===== src/rtl/crr_pkg.sv =====
// shared types and codes for the copy map chain resolver
package crr_pkg;

    typedef enum logic [1:0] {
        ACT_CLEAR   = 2'd0,
        ACT_RECORD  = 2'd1,
        ACT_RESOLVE = 2'd2,
        ACT_LOOKUP  = 2'd3
    } crr_action_t;

    typedef struct packed {
        crr_action_t action;
        logic [11:0] dest_vreg;
        logic [9:0]  source_vreg;
        logic [7:0]  phi_entry_count;
        logic [11:0] query_vreg;
    } crr_in_t;

    typedef struct packed {
        logic [11:0] mapped_vreg;
        logic        any_copy;
    } crr_out_t;

    typedef enum logic [2:0] {
        ST_INIT,
        ST_IDLE,
        ST_CLEAR,
        ST_RECORD,
        ST_RES_ISSUE,
        ST_RES_STEP,
        ST_LOOKUP,
        ST_RESP
    } crr_state_t;

    typedef struct packed {
        logic load_item;
        logic idx_clr;
        logic idx_inc;
        logic sweep_wr;
        logic clr_flag;
        logic rec_wr;
        logic res_start;
        logic res_issue;
        logic res_step;
        logic res_finish;
        logic lookup_rd;
        logic out_load;
    } crr_cmd_t;

    typedef struct packed {
        logic sweep_last;
        logic idx_done;
        logic step_end;
        logic out_free;
    } crr_status_t;

endpackage


===== src/rtl/crr_ctrl.sv =====
// sequencing state machine for clear, record, resolve and lookup requests
module crr_ctrl import crr_pkg::*; (
    input  logic        aclk,
    input  logic        aresetn,
    input  logic        s_valid,
    input  crr_action_t s_action,
    output logic        s_ready,
    output crr_cmd_t    cmd,
    input  crr_status_t status
);

    crr_state_t state_reg, state_next;

    always_ff @(posedge aclk) begin
        if (!aresetn) begin
            state_reg <= ST_INIT;
        end else begin
            state_reg <= state_next;
        end
    end

    always_comb begin
        state_next = state_reg;
        cmd        = '0;
        s_ready    = 1'b0;
        unique case (state_reg)
            ST_INIT: begin
                cmd.sweep_wr = 1'b1;
                if (status.sweep_last) begin
                    cmd.idx_clr = 1'b1;
                    state_next  = ST_IDLE;
                end else begin
                    cmd.idx_inc = 1'b1;
                end
            end
            ST_IDLE: begin
                s_ready = 1'b1;
                if (s_valid) begin
                    cmd.load_item = 1'b1;
                    unique case (s_action)
                        ACT_CLEAR:   state_next = ST_CLEAR;
                        ACT_RECORD:  state_next = ST_RECORD;
                        ACT_RESOLVE: begin
                            cmd.res_start = 1'b1;
                            state_next    = ST_RES_ISSUE;
                        end
                        ACT_LOOKUP:  state_next = ST_LOOKUP;
                        default:     state_next = ST_IDLE;
                    endcase
                end
            end
            ST_CLEAR: begin
                cmd.sweep_wr = 1'b1;
                cmd.clr_flag = 1'b1;
                if (status.sweep_last) begin
                    cmd.idx_clr = 1'b1;
                    state_next  = ST_RESP;
                end else begin
                    cmd.idx_inc = 1'b1;
                end
            end
            ST_RECORD: begin
                cmd.rec_wr = 1'b1;
                state_next = ST_RESP;
            end
            ST_RES_ISSUE: begin
                if (status.idx_done) begin
                    cmd.res_finish = 1'b1;
                    cmd.idx_clr    = 1'b1;
                    state_next     = ST_RESP;
                end else begin
                    cmd.res_issue = 1'b1;
                    state_next    = ST_RES_STEP;
                end
            end
            ST_RES_STEP: begin
                cmd.res_step = 1'b1;
                if (status.step_end) begin
                    cmd.idx_inc = 1'b1;
                    state_next  = ST_RES_ISSUE;
                end
            end
            ST_LOOKUP: begin
                cmd.lookup_rd = 1'b1;
                state_next    = ST_RESP;
            end
            ST_RESP: begin
                if (status.out_free) begin
                    cmd.out_load = 1'b1;
                    state_next   = ST_IDLE;
                end
            end
            default: state_next = ST_IDLE;
        endcase
    end

endmodule


===== config.mk =====
export PLATFORM = sky130hd
export DESIGN_NAME = crr_ctrl
export DESIGN_NICKNAME = d
export VERILOG_FILES = /design/src/rtl/crr_pkg.sv /design/src/rtl/crr_ctrl.sv
export SDC_FILE = /design/constraint.sdc
export NUM_CORES = 1
export LEC_CHECK = 0
export BUFFER_PORTS_ARGS = -buffer_cell sky130_fd_sc_hd__buf_4
export CAP_MARGIN = 20
export CORE_AREA = 2 2 39 41
export DETAILED_ROUTE_END_ITERATION = 7
export DIE_AREA = 0 0 41 43
export MAX_ROUTING_LAYER = met4
export SLEW_MARGIN = 20
export SYNTH_ARGS = -nofsm -noshare
export SYNTH_HDL_FRONTEND = slang
export SYNTH_SLANG_ARGS = --single-unit

===== constraint.sdc =====
create_clock -name aclk -period 2.93 [get_ports aclk]
set_input_delay 0.586 -clock aclk [delete_from_list [all_inputs] [get_ports aclk]]
set_output_delay 0.586 -clock aclk [all_outputs]
set_load 0.01 [all_outputs]

==> metrics.md, run 1 <==
| Metric | Value |
|---|---|
| Status | completed |
| Synthesized area | between 300 and 400 um2 |
| Simple-Gate Fraction of Synth Area | 45.0% |
| Die W | a little over 40 um |
| Met3 GRT Util | roughly 1.6% |
| Adder-Cell Fraction of Synth Area | 0% |
| Die height | around 43 um |
| DRT Wirelength | around 900 um |
| Final Max Slew Viols | 0 |
| Post-synth EDFFs | 0 |
| RSZ-0062 raised after global routing | no |
| Sw power | 90.4 uW |
| Post-synthesis mux area share | 9.69% |
| Met2 Track Usage GR | 20.6% |
| WL/cell | between 10 and 15 um |
| Synthesis Warnings | 0 |
| DR iter-0 viols | 3 |
| Setup tns final | 0 ns |
| Gpl congestion | around 0.64 |
| Dominant synthesized flop cell | dfxtp_1 |
| Fillers | approximately 150 |
| Vias in the first global route | 355 |
| Fraction of power spent switching nets | between 30% and 40% |
| Core ar. | ~0.0014 mm2 |
| Largest register FFs | 3 |
| FF+latch count, synth | 3 |
| Crit. Startpoint | state_reg[0]$_SDFFE_PN0P_ |
| CP arrival | 1.46 ns |
| Ys async rst share | 0% |
| Max Cap Viol | 0 |
| Final Hold Vio Count | 0 |
| Part of the power in registers | between 20% and 30% |
| Total Routing Usage GR | about an eighth |
| H-Tree Depth | 1 |
| Slew HR | ~70% |
| Synth Area in Compound Gates | 20.9% |
| Leak pwr | about 0.26 nW |
| Final Setup Violations | 0 |
| Synth Area in XOR/XNOR | 0% |
| First-pass DRT Iterations | 2 |
| Internal power | 165 uW |
| Post-Synthesis Cells | 40 |
| CTS buffer count | 3 |
| CTS max path bufs | 2 |
| Distinct cells, synth | 23 |
| CP required | between 2 and 2.5 ns |
| Clk pwr share | between 20 and 30% |
| Pwr Density | between 400 and 500 mW/mm2 |
| Boundary Pins | 22 |
| Die ar. | approximately 0.0018 mm2 |
| Worst Hold Class | in2reg |
| Area growth from synthesis to layout | 58.5% |
| Vias per inst | 4.71 |
| CP Max Fanout | 14 |
| Worst flop-to-flop path startpoint | state_reg[0]$_SDFFE_PN0P_ |
| Gate power share | between 40% and 50% |
| Drt drc | 0 |
| Clock Pin Slew Worst Setup and Hold Paths | 0.04 ns |
| Post-CTS Setup Bufs | 0 |
| CP Launch Type | flip-flop |
| Post-route ant nets | 0 |
| Seq/Total Area, Yosys | between 10% and 20% |
| Half-perimeter wire length after placement | roughly 700 um |
| Max VDD drop | between 0.2 and 0.25 mV |
| Clock root cell | clkbuf_4 |
| Largest family of logic cells by synthesized area | simple AND/OR/NAND/NOR gates |
| CTS Sinks | 3 |
| Antenna violations before repair | 0 |
| Pin count of the biggest net entering global routing | 15 |
| # hold bufs at CTS | 0 |
| Worst-margin pin slew | 0.450 ns |
| Setup crit end kind | output pin |
| Grt ovf | 0 |
| Total Nets Final | 72 |
| Diode count | 0 |
| Num rows | 14 |
| Inst Count DP | between 70 and 80 |
| Slowest CP cell | dfxtp_1 |
| Starting Density | a little under a quarter |
| Clk_lat worst skew | around 0.23 ns |
| Period utilization | 69.9% |
| CTS tree | yes |
| GR Util met1 | 9.90% |
| Hold Path Origin | aresetn |
| CP peak stage delay | approximately 0.57 ns |
| Setup Skew | around 0.00026 ns |
| Setup Crit Path Kind | reg2out |
| Vias | 367 |
| Number of port buffers | 21 |
| Worst path bufs/invs | 1 |
| Gr busiest metal | met2 |
| # resized after CTS | 0 |
| Non-Filler Instances | 78 |
| Synth Net Count | 49 |
| Sequence of cells on the critical path | nand2b_1 > nor2_1 > and4b_1 > buf_4 |
| Achievable Freq | about 490 MHz |
| Top delay family on crit path | flip-flops |
| Global-route wire length before repair | 1340 um |
| Layout cells sized above 1 | approximately 45% |
| Syn Area/Cell | roughly 8 um2 |
| Fin crit period | roughly 2.0 ns |
==> cell usage after synthesis, types with 2 or more instances <==
| master | instances | area share (%) |
|---|---|---|
| nor2_1 | 4 | 4.6 |
| mux2i_1 | 2 | 6.2 |
| dfxtp_1 | 3 | 19 |
| and2_1 | 2 | 3.9 |
| buf_2 | 3 | 4.6 |
| o311a_1 | 2 | 6.2 |
| nand2_1 | 6 | 7.0 |
| and3b_1 | 2 | 5.4 |
| nor4b_1 | 2 | 5.4 |
==> through the flow <==
stage	utilization, %	hold WS (ns)	instance area [um2]	total power, mW	setup WS, ns
after floorplan	-	0.596	323	0.138	1.06
after global placement	35.1	0.734	485	0.185	1.05
after detailed placement	35.1	0.739	485	0.186	1.05
after CTS	37.0	0.614	512	0.263	0.869
after global routing	37.0	0.623	512	0.275	0.786
final	37.0	0.623	512	0.256	0.883
==> path summary, 6_finish.rpt <==
check             cells past startpoint                        end  slack, ns
hold / removal                        2  state_reg[0]$_SDFFE_PN0P_       0.62
setup reg to reg                      3  state_reg[1]$_SDFFE_PN0P_       1.47
setup / recovery                      4                     cmd[5]       0.88
hold reg to reg                       1  state_reg[1]$_SDFFE_PN0P_       0.75
==> kinds of logic after synthesis <==
family	Yosys count
mux	3
compound gates	7
flops	3
simple gates	23
buf+inv	4
==> layer usage <==
metal  vias up  part of all wire, %
met2        13                   52
met5         -                    0
met4         0                    0
met1       160                   42
met3         0                  5.5
li1        194                    -
==> cells in the final DEF, fill, tap and decap left out <==
master,synthesis,routed
a211o_1,1,1
a211oi_1,1,1
a21o_1,1,1
and2_1,2,2
and3b_1,2,2
and4b_1,1,1
buf_4,0,21
clkbuf_1,0,1
clkbuf_4,0,3
dfxtp_1,3,3
inv_1,1,1
mux2_2,1,1
mux2i_1,2,2
nand2_1,6,6
nand2b_1,1,1
nor2_1,4,4
nor2b_1,1,1
nor3b_1,1,1
nor4b_1,2,2
nor4bb_1,1,1
o211ai_2,1,1
o221a_2,1,1
o311a_1,2,2
or3_1,1,1
or4b_4,1,1
==> power groups by stage <==
stage          Sequential (mW)  Combinational (mW)  Clock [mW]
2_1_floorplan           0.0544              0.0833           0
3_3_place_gp            0.0723               0.113           0
3_5_place_dp            0.0730               0.113           0
4_1_cts                 0.0725               0.113      0.0771
5_1_grt                 0.0747               0.124      0.0757
6_report                0.0726               0.112      0.0716
==> cell type report <==
cell class	instances	area, um2	share of cell area (%)
Clock buffer	4	26.3	5.13
Inverter	1	3.75	0.733
Multi-Input combinational cell	33	244	47.7
Sequential cell	3	60.1	11.7
Tap cell	16	20.0	3.91
Timing Repair Buffer	21	158	30.8
(Power assumes the default switching activity.)
==> run 2: changes to the inputs <==
clock period = 1.66 ns   (was 2.93 ns; I/O delays follow)
==> metrics.md, run 2 (synthesis results as in run 1) <==
| Metric | Value |
|---|---|
| Status | completed |
| Clock root cell | clkbuf_4 |
| Die W | 41 um (unchanged) |
| Antenna violations before repair | 0 (unchanged) |
| Top delay family on crit path | flip-flops |
| Max VDD drop | 0.347 mV (+51%) |
| CP Launch Type | flip-flop |
| Global-route wire length before repair | 1260 um (-6.2%) |
| Half-perimeter wire length after placement | 681 um (-1.6%) |
| Slowest CP cell | dfxtp_2 |
| CP required | 1.33 ns (-1.01 ns) |
| Clock Pin Slew Worst Setup and Hold Paths | 0.04 ns (about the same) |
| Commonest non-fill, non-tap cell in the layout | buf_4 |
| Commonest non-fill, non-tap cells in the layout | 22 x buf_4, 6 x nand2_1, 3 x nor2_1, 3 x clkbuf_4 |
| Pwr Density | 873 mW/mm2 (+75%) |
| DR iter-0 viols | 5 (+2) |
| # hold bufs at CTS | 0 (unchanged) |
| Area growth from synthesis to layout | 67.4% |
| Largest register FFs | 3 (unchanged) |
| Period utilization | between 90% and 100% |
| Internal power | 310 uW (+88%) |
| Slew HR | 77.1% (+7.1 points) |
| Vias in the first global route | 309 (-13%) |
| Sequence of cells on the critical path | nor4bb_1 > a21o_1 > buf_4 |
| Final Hold Vio Count | 0 (unchanged) |
| Gpl congestion | 0.731 (+15%) |
| Vias per inst | 4.63 (-1.5%) |
| CP Max Fanout | 14 (unchanged) |
| Setup Crit Path Kind | reg2out |
| First-pass DRT Iterations | 2 (unchanged) |
| DRT Wirelength | 892 um (-0.78%) |
| Die ar. | 0.00176 mm2 (unchanged) |
| Worst Hold Class | in2reg |
| Final Max Slew Viols | 0 (unchanged) |
| CTS max path bufs | 2 (unchanged) |
| Core ar. | 0.00138 mm2 (unchanged) |
| Starting Density | 23.3% (unchanged) |
| Worst-margin pin slew | 0.338 ns (-0.111 ns) |
| Total Nets Final | 73 (+1.4%) |
| Clk pwr share | 26.5% (-1.5 points) |
| Vias | 366 (-0.27%) |
| Sw power | 162 uW (+79%) |
| Part of the power in registers | 28.0% (-0.4 points) |
| Worst path bufs/invs | 1 (unchanged) |
| Max Cap Viol | 0 (unchanged) |
| Setup Skew | 0.00234 ns (+0.00208 ns) |
| Number of port buffers | 21 (unchanged) |
| Final Setup Violations | 0 (unchanged) |
| RSZ-0062 raised after global routing | no |
| Setup crit end kind | output pin |
| CTS Sinks | 3 (unchanged) |
| Fin crit period | 1.57 ns |
| Layout cells sized above 1 | 55.6% (+10 points) |
| Final core utilization | 39.1% (+2.1 points) |
| Post-route ant nets | 0 (unchanged) |
| Gate power share | 45.5% (+1.9 points) |
| Setup tns final | 0 ns (unchanged) |
| Boundary Pins | 22 (unchanged) |
| CP peak stage delay | 0.45 ns (-0.12 ns) |
| Diode count | 0 (unchanged) |
| Num rows | 14 (unchanged) |
| Total Routing Usage GR | 10.8% (-1.0 points) |
| Clk_lat worst skew | 0.23 ns (about the same) |
| Pin count of the biggest net entering global routing | 15 (unchanged) |
| Achievable Freq | ~640 MHz |
| CTS tree | yes |
| Leak pwr | 0.270 nW (+3.6%) |
| CTS buffer count | 3 (unchanged) |
| H-Tree Depth | 1 (unchanged) |
| Grt ovf | 0 (unchanged) |
| Drt drc | 0 (unchanged) |
| WL/cell | 11.3 um (-2.0%) |
| Fraction of power spent switching nets | 34.3% (-1.1 points) |
| Die height | 43 um (unchanged) |
| CP arrival | 1.24 ns (-0.22 ns) |
## run 2: changes by cell type in the layout (fill, tap and decap cells not counted), sizes merged
| cell | delta |
|---|---|
| buf | +1 |
## run 2: power groups by stage
stage	clock [mW]	combinational [mW]	sequential (mW)
2_1_floorplan	0	0.147	0.0960
3_5_place_dp	0	0.200	0.126
5_1_grt	0.135	0.234	0.138
6_report	0.125	0.215	0.132
4_1_cts	0.133	0.201	0.128
3_3_place_gp	0	0.199	0.126
## run 2: worst paths after layout
path	startpoint	end	slack [ns]	cells after the start
max	state_reg[2]$_SDFFE_PN0P_	cmd[10]	0.09	3
min	aresetn	state_reg[0]$_SDFFE_PN0P_	0.35	2
max reg2reg	state_reg[2]$_SDFFE_PN0P_	state_reg[1]$_SDFFE_PN0P_	0.34	3
min reg2reg	state_reg[1]$_SDFFE_PN0P_	state_reg[1]$_SDFFE_PN0P_	0.66	1
## run 2: final cells by class
cell class,count,area (um2)
Clock buffer,4,26.3
Multi-Input combinational cell,33,259
Tap cell,16,20.0
Inverter,1,3.75
Sequential cell,3,66.3
Fill cell,152,843
Timing Repair Buffer,22,165
## run 2: worst register-to-register path, stage by stage, from the launching register on
cell	delay, ns
dfxtp_2	0.38
or4b_4	0.56
o211ai_2	0.11
o221a_2	0.21
## run 2: through the flow
stage                     hold WS, ns  setup WS [ns]  instance area [um2]  total power, mW  cells
after floorplan                 0.463          0.132                  323            0.243     40
after global placement          0.606          0.171                  485            0.325     74
after detailed placement        0.603          0.128                  485            0.326     74
after CTS                       0.347         0.0218                  515            0.462     78
after global routing            0.348         0.0226                  541            0.507     79
final                           0.352         0.0895                  541            0.472     79
## run 2: per-layer routing
metal	GRT usage [%]	routed length, um
met4	8.00	0
met5	-	0
met2	16.6	449
met1	11.9	378
met3	1.57	63
## run 2: what timing repair did
action	4_1_cts	5_1_grt
buffers inserted	0	1
cloned	0	0
hold endpoints to repair	0	0
pin swaps	0	1
gates resized for setup	3	4
endpoints found under the setup margin	5	3
